==> config.mk <==
export PLATFORM = sky130hd
export DESIGN_NAME = circular_queue_delete_by_value_core
export DESIGN_NICKNAME = d
export VERILOG_FILES = /design/src/rtl/cqdbv_pkg.sv /design/src/rtl/cqdbv_ram.sv /design/src/rtl/cqdbv_ctrl.sv /design/src/rtl/circular_queue_delete_by_value_core.sv
export SDC_FILE = /design/constraint.sdc
export NUM_CORES = 1
export LEC_CHECK = 0
export BUFFER_PORTS_ARGS = -buffer_cell sky130_fd_sc_hd__buf_2
export CAP_MARGIN = 20
export CORE_ASPECT_RATIO = 1.4
export CORE_MARGIN = 3
export CORE_UTILIZATION = 38
export CTS_CLUSTER_DIAMETER = 120
export DETAILED_ROUTE_END_ITERATION = 6
export PLACE_DENSITY = 0.54
export SLEW_MARGIN = 20
export SYNTH_ARGS = -nofsm -noshare
export SYNTH_HDL_FRONTEND = slang
export SYNTH_SLANG_ARGS = --single-unit
==> constraint.sdc <==
create_clock -name aclk -period 5.4 [get_ports aclk]
set_input_delay 0.54 -clock aclk [delete_from_list [all_inputs] [get_ports aclk]]
set_output_delay 0.54 -clock aclk [all_outputs]
set_load 0.005 [all_outputs]
==> src/rtl/cqdbv_pkg.sv <==
// Shared types and constants for the circular queue with delete by value
`default_nettype none
package cqdbv_pkg;

    localparam int DEPTH  = 32;
    localparam int AW     = (DEPTH > 1) ? $clog2(DEPTH) : 1;
    localparam int CW     = $clog2(DEPTH + 1);
    localparam int DATA_W = 32;

    localparam logic [1:0] OP_ENQ    = 2'd0;
    localparam logic [1:0] OP_REMOVE = 2'd1;
    localparam logic [1:0] OP_LIST   = 2'd2;
    localparam logic [1:0] OP_NONE   = 2'd3;

    localparam logic [2:0] ST_STORED   = 3'd0;
    localparam logic [2:0] ST_FULL     = 3'd1;
    localparam logic [2:0] ST_REMOVED  = 3'd2;
    localparam logic [2:0] ST_NOTFOUND = 3'd3;
    localparam logic [2:0] ST_EMPTY    = 3'd4;
    localparam logic [2:0] ST_LISTED   = 3'd5;

    typedef struct packed {
        logic [1:0]               op;
        logic signed [DATA_W-1:0] value;
    } in_item_t;

    typedef struct packed {
        logic [2:0]               status;
        logic signed [DATA_W-1:0] entry_value;
        logic                     last;
    } out_item_t;

    typedef struct packed {
        logic              we;
        logic [AW-1:0]     waddr;
        logic [DATA_W-1:0] wdata;
        logic              re;
        logic [AW-1:0]     raddr;
    } mem_req_t;

endpackage
`default_nettype wire

==> src/rtl/cqdbv_ram.sv <==
// Simple dual-port RAM, one write and one registered read port
`default_nettype none
module cqdbv_ram #(
    parameter int WIDTH   = 32,
    parameter int ENTRIES = 32,
    parameter int ABITS   = 5
) (
    input  wire logic             aclk,
    input  wire logic             we,
    input  wire logic [ABITS-1:0] waddr,
    input  wire logic [WIDTH-1:0] wdata,
    input  wire logic             re,
    input  wire logic [ABITS-1:0] raddr,
    output logic      [WIDTH-1:0] rdata
);

    logic [WIDTH-1:0] mem [ENTRIES];

    always_ff @(posedge aclk) begin
        if (we) begin
            mem[waddr] <= wdata;
        end
    end

    always_ff @(posedge aclk) begin
        if (re) begin
            rdata <= mem[raddr];
        end
    end

endmodule
`default_nettype wire

==> src/rtl/cqdbv_ctrl.sv <==
// Sequencer: enqueue, search, gap close and listing over the entry RAM
`default_nettype none
module cqdbv_ctrl (
    input  wire logic                         aclk,
    input  wire logic                         aresetn,
    input  wire logic                         s_valid,
    output logic                              s_ready,
    input  wire cqdbv_pkg::in_item_t          s_item,
    output logic                              m_valid,
    input  wire logic                         m_ready,
    output cqdbv_pkg::out_item_t              m_item,
    output cqdbv_pkg::mem_req_t               mem_req,
    input  wire logic [cqdbv_pkg::DATA_W-1:0] mem_rdata
);
    import cqdbv_pkg::*;

    localparam logic [1:0] S_IDLE   = 2'd0;
    localparam logic [1:0] S_SEARCH = 2'd1;
    localparam logic [1:0] S_SHIFT  = 2'd2;
    localparam logic [1:0] S_LIST   = 2'd3;

    logic [1:0]        state_reg, state_next;
    logic [CW-1:0]     count_reg, count_next;
    logic [CW-1:0]     rd_idx_reg, rd_idx_next;
    logic              pend_reg, pend_next;
    logic [AW-1:0]     pidx_reg, pidx_next;
    logic [DATA_W-1:0] req_value_reg, req_value_next;
    logic              out_valid_reg, out_valid_next;
    out_item_t         out_reg, out_next;

    logic          out_free;
    logic          accept;
    logic          issue;
    logic          emit;
    logic          load;
    logic [CW-1:0] count_m1;
    logic          at_end;

    assign out_free = !out_valid_reg || m_ready;
    assign s_ready  = (state_reg == S_IDLE) && out_free;
    assign accept   = s_valid && s_ready;
    assign count_m1 = count_reg - CW'(1);
    assign at_end   = pend_reg && (pidx_reg == count_m1[AW-1:0]);
    assign m_valid  = out_valid_reg;
    assign m_item   = out_reg;

    always_comb begin
        state_next     = state_reg;
        count_next     = count_reg;
        rd_idx_next    = rd_idx_reg;
        pend_next      = pend_reg;
        pidx_next      = pidx_reg;
        req_value_next = req_value_reg;
        out_next       = out_reg;
        load           = 1'b0;
        issue          = 1'b0;
        emit           = 1'b0;
        mem_req        = '0;
        mem_req.raddr  = rd_idx_reg[AW-1:0];
        mem_req.wdata  = mem_rdata;

        unique case (state_reg)
            S_IDLE: begin
                if (accept) begin
                    req_value_next = s_item.value;
                    rd_idx_next    = '0;
                    pend_next      = 1'b0;
                    unique case (s_item.op)
                        OP_ENQ: begin
                            load     = 1'b1;
                            out_next = '{status: ST_STORED, entry_value: s_item.value,
                                         last: 1'b1};
                            if (count_reg == CW'(DEPTH)) begin
                                out_next.status = ST_FULL;
                            end else begin
                                mem_req.we    = 1'b1;
                                mem_req.waddr = count_reg[AW-1:0];
                                mem_req.wdata = s_item.value;
                                count_next    = count_reg + CW'(1);
                            end
                        end
                        OP_REMOVE: begin
                            if (count_reg == '0) begin
                                load     = 1'b1;
                                out_next = '{status: ST_EMPTY, entry_value: s_item.value,
                                             last: 1'b1};
                            end else begin
                                state_next = S_SEARCH;
                            end
                        end
                        OP_LIST: begin
                            if (count_reg == '0) begin
                                load     = 1'b1;
                                out_next = '{status: ST_EMPTY, entry_value: '0, last: 1'b1};
                            end else begin
                                state_next = S_LIST;
                            end
                        end
                        OP_NONE: begin
                        end
                        default: begin
                        end
                    endcase
                end
            end
            S_SEARCH: begin
                issue       = rd_idx_reg < count_reg;
                pend_next   = issue;
                pidx_next   = rd_idx_reg[AW-1:0];
                rd_idx_next = rd_idx_reg + CW'(issue);
                out_next    = '{status: ST_REMOVED, entry_value: req_value_reg, last: 1'b1};
                if (pend_reg && (mem_rdata == req_value_reg)) begin
                    if (at_end) begin
                        load       = 1'b1;
                        count_next = count_m1;
                        state_next = S_IDLE;
                    end else begin
                        issue       = 1'b0;
                        pend_next   = 1'b0;
                        rd_idx_next = CW'(pidx_reg) + CW'(1);
                        state_next  = S_SHIFT;
                    end
                end else if (at_end) begin
                    load            = 1'b1;
                    out_next.status = ST_NOTFOUND;
                    state_next      = S_IDLE;
                end
            end
            S_SHIFT: begin
                issue         = rd_idx_reg < count_reg;
                pend_next     = issue;
                pidx_next     = rd_idx_reg[AW-1:0];
                rd_idx_next   = rd_idx_reg + CW'(issue);
                mem_req.we    = pend_reg;
                mem_req.waddr = pidx_reg - AW'(1);
                out_next      = '{status: ST_REMOVED, entry_value: req_value_reg, last: 1'b1};
                if (at_end) begin
                    load       = 1'b1;
                    count_next = count_m1;
                    state_next = S_IDLE;
                end
            end
            S_LIST: begin
                emit        = pend_reg && out_free;
                issue       = (rd_idx_reg < count_reg) && (!pend_reg || emit);
                pend_next   = issue || (pend_reg && !emit);
                rd_idx_next = rd_idx_reg + CW'(issue);
                if (issue) begin
                    pidx_next = rd_idx_reg[AW-1:0];
                end
                if (emit) begin
                    load     = 1'b1;
                    out_next = '{status: ST_LISTED, entry_value: mem_rdata, last: at_end};
                    if (at_end) begin
                        state_next = S_IDLE;
                    end
                end
            end
            default: begin
                state_next = S_IDLE;
            end
        endcase

        mem_req.re     = issue;
        out_valid_next = load || (out_valid_reg && !m_ready);
    end

    always_ff @(posedge aclk) begin
        if (!aresetn) begin
            state_reg     <= S_IDLE;
            count_reg     <= '0;
            rd_idx_reg    <= '0;
            pend_reg      <= 1'b0;
            out_valid_reg <= 1'b0;
        end else begin
            state_reg     <= state_next;
            count_reg     <= count_next;
            rd_idx_reg    <= rd_idx_next;
            pend_reg      <= pend_next;
            out_valid_reg <= out_valid_next;
        end
    end

    always_ff @(posedge aclk) begin
        pidx_reg      <= pidx_next;
        req_value_reg <= req_value_next;
        out_reg       <= out_next;
    end

endmodule
`default_nettype wire

==> src/rtl/circular_queue_delete_by_value_core.sv <==
// Top level: bounded FIFO of signed values with delete by value and listing
//
//   channel  direction  handshake          payload
//   s_       in         s_valid/s_ready    op, value
//   m_       out        m_valid/m_ready    status, entry_value, last
//
// Enqueue, and a remove or list on an empty store, gives its result in the cycle after it is accepted.
// List streams the entries through the RAM read port, one entry per cycle while the result port takes them.
// Remove runs a search pass up to the match, then a gap-close pass over the
// entries behind it, both paced by the one read port.
// Reset (aresetn low, synchronous) empties the store; RAM contents are kept.
// A stalled result port holds listing; a new item waits until the last result leaves.
`default_nettype none
module circular_queue_delete_by_value_core (
    input  wire logic                 aclk,
    input  wire logic                 aresetn,
    input  wire logic                 s_valid,
    output logic                      s_ready,
    input  wire cqdbv_pkg::in_item_t  s_item,
    output logic                      m_valid,
    input  wire logic                 m_ready,
    output cqdbv_pkg::out_item_t      m_item
);
    import cqdbv_pkg::*;

    mem_req_t          mem_req;
    logic [DATA_W-1:0] mem_rdata;

    cqdbv_ctrl u_ctrl (
        .aclk      (aclk),
        .aresetn   (aresetn),
        .s_valid   (s_valid),
        .s_ready   (s_ready),
        .s_item    (s_item),
        .m_valid   (m_valid),
        .m_ready   (m_ready),
        .m_item    (m_item),
        .mem_req   (mem_req),
        .mem_rdata (mem_rdata)
    );

    cqdbv_ram #(
        .WIDTH   (DATA_W),
        .ENTRIES (DEPTH),
        .ABITS   (AW)
    ) u_ram (
        .aclk  (aclk),
        .we    (mem_req.we),
        .waddr (mem_req.waddr),
        .wdata (mem_req.wdata),
        .re    (mem_req.re),
        .raddr (mem_req.raddr),
        .rdata (mem_rdata)
    );

endmodule
`default_nettype wire
# After elaboration in Yosys (flattened, before gate mapping)
# Memories as Yosys holds them, arrays and structs flattened. A register that Yosys moved wholly into a read port is not among the register bits.
# Index checks and enable logic that the tools add are counted.
[op_classes] addsub=6 n_mul=0 div_mod_pow=0 order_cmp=1 eq_ne=20 n_shift=0 mux=48 bitwise=0 n_reduce_logical=28
[op_table] cell="36-bit two-way mux" count=4
[op_table] cell="36-bit one-hot mux with 4 select lines" count=1
[op_table] cell="38-bit two-way mux" count=3
[op_table] cell="36-bit one-hot mux with 3 select lines" count=1
[op_table] cell="6-bit two-way mux" count=8
[op_table] cell="32-bit == test" count=1
[op_table] cell="32-bit two-way mux" count=1
[op_table] cell="6-bit one-hot mux with 4 select lines" count=1
[op_table] cell="6-bit one-hot mux with 3 select lines" count=1
[op_table] cell="3-bit != test (second input constant)" count=5
[op_table] cell="5-bit AND reduction" count=3
[op_table] cell="2-bit two-way mux" count=7
[op_table] cell="6-bit by 1-bit adder with 6-bit output" count=2
[op_table] cell="6-bit one-hot mux with 2 select lines" count=1
[op_table] cell="1-bit two-way mux" count=11
[op_table] cell="5-bit one-hot mux with 2 select lines" count=1
[op_table] cell="1-bit logical AND" count=8
[op_table] cell="2-bit by 1-bit != test with 1-bit output (second input constant)" count=4
[op_table] cell="2-bit one-hot mux with 4 select lines" count=1
[op_table] cell="5-bit by 1-bit adder with 6-bit output (second input constant)" count=1
[op_table] cell="6-bit by 1-bit adder with 6-bit output (second input constant)" count=1
[op_table] cell="2-bit == test (second input constant)" count=3
[op_table] cell="6-bit == test (second input constant)" count=1
[op_table] cell="6-bit logical NOT" count=1
[op_table] cell="20 further kinds" count=32
[word_totals] reg_bits=89 latchBits=0 mem_bits_rw=1024 mem_bits_ro=0 inputBits=38 output_inout_bits=38 elab_cells=114 memories=1
[memory_table] memory="u_ram.mem" words=32 word_bits=32 rd=1 rd_clocked_by_memory_dff=1 write_ports=1 line="cqdbv_ram.sv:17" source="logic [WIDTH-1:0] mem [ENTRIES];"

# Depth between registers and ports, before layout
[logic_depth] word_depth=8 depth_mapped=15 mapped_depth_nobuf=15

# Hierarchy
# A second synthesis with hierarchy kept.
[hier_totals] hier_cells=2757 hier_area_um2=46271.9
[by_module_without_submodules] mod="cqdbv_ram" instances=1 cells_per_inst=2260 area_per_inst_um2=40812.9 seq_area_each_um2=31710.4
[by_module_without_submodules] mod="cqdbv_ctrl" instances=1 cells_per_inst=497 area_per_inst_um2=5459.0 seq_area_each_um2=2512.4

# Worst setup path before layout
# Ideal clock, no wire load.
[synth_timing] kind="reg2reg" start="reg u_ctrl.count_reg[0]" end="reg u_ram.rdata[0] (read register of u_ram.mem), enable pin" setup_time_ps=461 arrival_ps=3794 required_ps=4939 setup_slack_ps=1145 stages_incl_launch_ff=9 path_buffers=0 synth_period_minus_slack_ps=4255 cell_sequence="dfxtp_1 -> inv_1 -> ha_1 -> o21ba_2 -> a22oi_1 -> o211ai_1 -> nand2_2 -> a221oi_1 -> nor3_1"
[synth_lines] element="start, declared" line="cqdbv_ctrl.sv:23" source="logic [CW-1:0] count_reg, count_next;"
[synth_lines] element="start signal, assigned" line="cqdbv_ctrl.sv:177" source="count_reg <= count_next;"
[synth_lines] element="end, declared" line="cqdbv_ram.sv:14" source="output logic [WIDTH-1:0] rdata"

# Worst setup path after layout
[layout_timing] start="reg u_ctrl.count_reg[0]" end="mem u_ram.mem[2][11], enable pin"
[layout_between] elab_chain_cells=7
[layout_lines] element="6-bit == test" line="cqdbv_ctrl.sv:73" source="if (count_reg == CW'(DEPTH)) begin"
[layout_lines] element="38-bit two-way mux (*)" line="cqdbv_ctrl.sv:73"
[layout_lines] element="38-bit two-way mux (*)" line="cqdbv_ctrl.sv:68" source="unique case (s_item.op)"
[layout_lines] element="38-bit two-way mux (*)" line="cqdbv_ctrl.sv:64" source="if (accept) begin"
[layout_lines] element="6-bit one-hot mux with 2 select lines (*)" line="cqdbv_ctrl.sv:62" source="unique case (state_reg)"
[layout_lines] element="1-bit two-way mux" line="cqdbv_ram.sv:20" source="if (we) begin"
[layout_lines] element="1-bit two-way mux (implied by the code)" line="cqdbv_ram.sv:21" source="mem[waddr] <= wdata;"
[layout_lines] element="end, declared" line="cqdbv_ram.sv:17"
# Mark *: on every way between the ends. The rest lies on a longest branch, timed or not.

==> Flow_metrics.wiki <==
{| class="wikitable"
! Metric !! Value
|-
| Clock Latency Late Sink || 700 ps
|-
| Beginning of the critical path || u_ctrl.count_reg[0]$_SDFFE_PN0P_
|-
| Wire length of the first global-routing pass || 172000 um
|-
| Max Cap Viol || 0
|-
| Cells on worst reg2reg path || 10
|-
| Sequential fraction of the synthesis area || 0.757
|-
| Maximum count of clock buffers along a single path || 3
|-
| Path length in cells of the critical path || 10
|-
| Post-layout util || 0.439
|-
| Final count of pins violating max slew || 0
|-
| Shortest period the worst path allows || 4210 ps
|-
| Layout Skew || 34.7 ps
|-
| NumNets Final || 2334
|-
| Most common cell after layout, fill and taps aside || sky130_fd_sc_hd__edfxtp_1
|-
| P&R area growth vs syn || 14.7%
|-
| DRC Markers || 1
|-
| Total Die Area || 123000 sq um
|-
| Largest register FFs || 1024
|-
| Master cell of the clock root buffer || sky130_fd_sc_hd__clkbuf_16
|-
| CP Cell Sequence || inv_1, ha_1, nor3b_1, nand3_1, and2_2, a22oi_1, o211ai_1, buf_4, nor2_4, buf_4
|-
| Drt total wl || 120000 um
|-
| Num CTS Buffers || 108
|-
| Category of cells accounting for the largest share of critical-path delay || simple AND/OR/NAND/NOR gates
|-
| Data required time of the critical path || 5780 ps
|-
| Synthesized cell area || 45200 sq um
|-
| Vias in the first global route || 22500
|-
| Core Area || 118000 sq um
|-
| CP bufs+invs || 3
|-
| Maximum vdd ir drop || 310 uV
|-
| Most used flip-flop cell after synthesis || sky130_fd_sc_hd__edfxtp_1
|-
| Initial antenna violation count || 4
|-
| Cell area power density || 408 nW/um^2
|-
| Vert. Die Dim || 414 um
|-
| Number of register bits inferred by synthesis || 1145
|-
| Worst slew slack as a fraction of its limit || 0.284
|-
| Number of cell rows || 149
|-
| Final count of negative-setup-slack endpoints || 0
|-
| Yosys Warn Count || 0
|-
| Count of routing violations after the opening detailed-route iteration || 2539
|-
| Fin Setup TNS || 0 ps
|-
| Clock slew seen by the registers of the worst setup and hold paths || 60 ps
|-
| Endpoint of the worst hold path || u_ctrl.req_value_reg[27]$_DFFE_PP_
|-
| Number of vias per cell || 5.54
|-
| Timing-limited maximum frequency || 0.237 GHz
|-
| Worst flop-to-flop path endpoint || u_ram.mem[2][11]$_DFFE_PP_
|-
| Internal reg-to-reg setup slack || 1190 ps
|-
| Starting density of the core || 0.383
|-
| Largest net degree at the start of global routing || 146
|-
| Hold Crit Start || s_item[27]
|-
| Sequential cell fraction of total power || 0.511
|-
| CTS tree || done
|-
| Ys async rst share || 0
|-
| Post-CTS resize count || 0
|-
| Min-Delay Path Depth || 1
|-
| Critical path peak fanout || 16
|-
| Die X-Extent || 298 um
|-
| Share of cells above drive strength 1 || 0.313
|-
| Combinational power share || 0.140
|-
| CP Launch Type || flip-flop
|-
| Internal Pwr Total || 15700 uW
|-
| Switching power summed over all nets || 5460 uW
|-
| Cell count after synthesis || 2098
|-
| Tot GR Track Use || 0.194
|-
| Clock H-tree levels || 3
|-
| Class of the most critical setup path || flip-flop to flip-flop
|-
| Nature of the critical path endpoint || flip-flop
|-
| Share of the clock period used by the worst path || 0.780
|-
| Setup repair after global routing missed its margin || false
|-
| WL per Instance || 30.5 um
|-
| Outcome || finished with violations
|-
| Clock share of power || 0.350
|-
| Post-synth EDFFs || 1129
|-
| Launch point of the worst reg-to-reg path || u_ctrl.count_reg[0]$_SDFFE_PN0P_
|-
| Final weighted congestion of routability-driven global placement || 0.824
|-
| Leakage || 0.0160 uW
|-
| Failing checks || DRC
|-
| Switching part of the total || 0.259
|-
| Total number of clock tree sinks || 1145
|-
| Detailed Routing Iterations Pass 1 || 7
|-
| Count of endpoints failing hold in the final timing report || 0
|-
| Post-Syn Nets || 2158
|-
| Final antenna-violating net count || 0
|-
| Most common cell type on the critical path || sky130_fd_sc_hd__buf_4
|-
| Worst endpoint data arrival time || 4590 ps
|-
| Top-Level Pins || 76
|-
| Grt total ovfl || 0
|-
| Hold/Removal Path Class || input pin to flip-flop
|-
| Slowest library cell on the worst path || sky130_fd_sc_hd__a22oi_1
|-
| Max stage delay on crit path || 750 ps
|-
| DPL Wire Length || 76800 um
|-
| Slew at the pin closest to its max-slew limit || 1070 ps
|-
| Most frequent cells in the layout || 1129 x sky130_fd_sc_hd__edfxtp_1, 320 x sky130_fd_sc_hd__mux4_2, 118 x sky130_fd_sc_hd__nand2_1
|-
| Post-synthesis area per instance || 21.5 sq um
|-
| Number of port buffers || 75
|-
| Largest register by flop count || u_ram.mem
|-
| Number of library cell types mapped by synthesis || 58
|-
| Vias || 21900
|}
==> layout make-up <==
class                           count  area, sq um
Fill cell                        9973        66200
Sequential cell                  1145        34200
Multi-Input combinational cell    789        10600
Clock buffer                      131         2830
Tap cell                         1585         1980
Timing Repair Buffer              176         1360
Clock inverter                     65          592
Inverter                           54          203
Antenna cell                        2         5.00
==> power groups by stage <==
stage / Clock (uW) / Combinational [uW] / Sequential [uW]
finish: 7390 / 2950 / 10800
global route: 7900 / 3150 / 10800
CTS: 7570 / 3000 / 10800
detailed placement: 0 / 2980 / 11000
global placement: 0 / 2930 / 11000
floorplan: 0 / 1630 / 10900
==> worst max-delay path by stage <==
stage                     slack [ps]                          to
final                           1190  u_ram.mem[2][11]$_DFFE_PP_
after global routing             920  u_ram.mem[2][16]$_DFFE_PP_
after CTS                       1200  u_ram.mem[2][14]$_DFFE_PP_
after detailed placement        1220   u_ram.mem[2][5]$_DFFE_PP_
after global placement          1230  u_ram.mem[18][6]$_DFFE_PP_
after floorplan                 1140    u_ram.rdata[0]$_DFFE_PP_
==> logic make-up (layout without fill, tap and decap cells) <==
kind of cell,Yosys count,after routing,share of synthesized area
compound gates,113,113,0.0195
xor+xnor,52,52,0.0101
fa+ha+maj,22,22,0.00609
buf+inv,164,426,0.0144
flops,1145,1145,0.757
mux,358,358,0.169
other cells,0,2,0
simple gates,244,244,0.0242
==> routing by layer <==
| metal | vias up | GRT usage | wire length, um |
|---|---|---|---|
| met5 | - | 0 | 0 |
| li1 | 9101 | - | - |
| met3 | 118 | 0.0212 | 5840 |
| met2 | 689 | 0.347 | 64100 |
| met1 | 11900 | 0.247 | 46800 |
| met4 | 0 | 0.0651 | 3490 |
==> timing repair <==
action | 4_1_cts | 5_1_grt
setup buffers | 0 | 0
hold buffers | 4 | 0
endpoints found under the hold margin | 4 | 0
==> worst register-to-register path, stage by stage (launching register included) <==
cell,delay (ps)
sky130_fd_sc_hd__dfxtp_1,380
sky130_fd_sc_hd__inv_1,140
sky130_fd_sc_hd__ha_1,280
sky130_fd_sc_hd__nor3b_1,390
sky130_fd_sc_hd__nand3_1,230
sky130_fd_sc_hd__and2_2,380
sky130_fd_sc_hd__a22oi_1,750
sky130_fd_sc_hd__o211ai_1,210
sky130_fd_sc_hd__buf_4,270
sky130_fd_sc_hd__nor2_4,560
sky130_fd_sc_hd__buf_4,310
==> cell usage after synthesis (2+ instances only) <==
cell type	instances	share of area
sky130_fd_sc_hd__edfxtp_1	1129	0.75
sky130_fd_sc_hd__mux4_2	320	0.16
sky130_fd_sc_hd__nand2_1	123	0.010
sky130_fd_sc_hd__clkbuf_1	69	0.0057
sky130_fd_sc_hd__inv_1	53	0.0044
sky130_fd_sc_hd__nor2_1	50	0.0042
sky130_fd_sc_hd__xor2_1	36	0.0070
sky130_fd_sc_hd__a222oi_1	32	0.0071
sky130_fd_sc_hd__mux2_2	32	0.0080
sky130_fd_sc_hd__buf_2	29	0.0032
sky130_fd_sc_hd__ha_1	22	0.0061
sky130_fd_sc_hd__a21oi_1	18	0.0020
sky130_fd_sc_hd__dfxtp_1	16	0.0071
sky130_fd_sc_hd__xnor2_1	16	0.0031
sky130_fd_sc_hd__nand3_1	14	0.0016
sky130_fd_sc_hd__nor3_1	14	0.0016
sky130_fd_sc_hd__buf_1	12	0.0010
sky130_fd_sc_hd__a22oi_1	9	0.0015
sky130_fd_sc_hd__o22ai_1	9	0.0012
sky130_fd_sc_hd__nor4_1	8	0.0011
sky130_fd_sc_hd__o21ai_0	8	0.00089
sky130_fd_sc_hd__mux2i_1	6	0.0013
sky130_fd_sc_hd__nand2b_1	6	0.00083
sky130_fd_sc_hd__or3_1	6	0.00083
sky130_fd_sc_hd__a21o_1	4	0.00066
sky130_fd_sc_hd__o21ai_1	4	0.00044
sky130_fd_sc_hd__a211oi_1	3	0.00050
sky130_fd_sc_hd__a2bb2oi_1	3	0.00058
sky130_fd_sc_hd__a31oi_1	3	0.00042
sky130_fd_sc_hd__and2_1	3	0.00042
sky130_fd_sc_hd__nand2_2	3	0.00042
sky130_fd_sc_hd__nor3b_1	3	0.00050
sky130_fd_sc_hd__o211ai_1	3	0.00050
sky130_fd_sc_hd__o31ai_1	3	0.00050
sky130_fd_sc_hd__a21boi_1	2	0.00033
sky130_fd_sc_hd__and3_1	2	0.00028
sky130_fd_sc_hd__nand4_1	2	0.00028
sky130_fd_sc_hd__nor2b_1	2	0.00028
sky130_fd_sc_hd__nor4_2	2	0.00055
==> stage by stage <==
| stage | power (uW) | worst slack (ps) | hold WS [ps] | std cells | area [sq um] |
|---|---|---|---|---|---|
| global route | 21900 | 917 | 37.6 | 3945 | 51800 |
| floorplan | 12500 | 1140 | 435 | 2098 | 45200 |
| detailed placement | 14000 | 1220 | 567 | 3744 | 48300 |
| global placement | 13900 | 1230 | 554 | 3743 | 48300 |
| finish | 21100 | 1190 | 51.5 | 3947 | 51800 |
| CTS | 21400 | 1200 | 0.0507 | 3944 | 51800 |
Power figures use the tool's default switching activity.
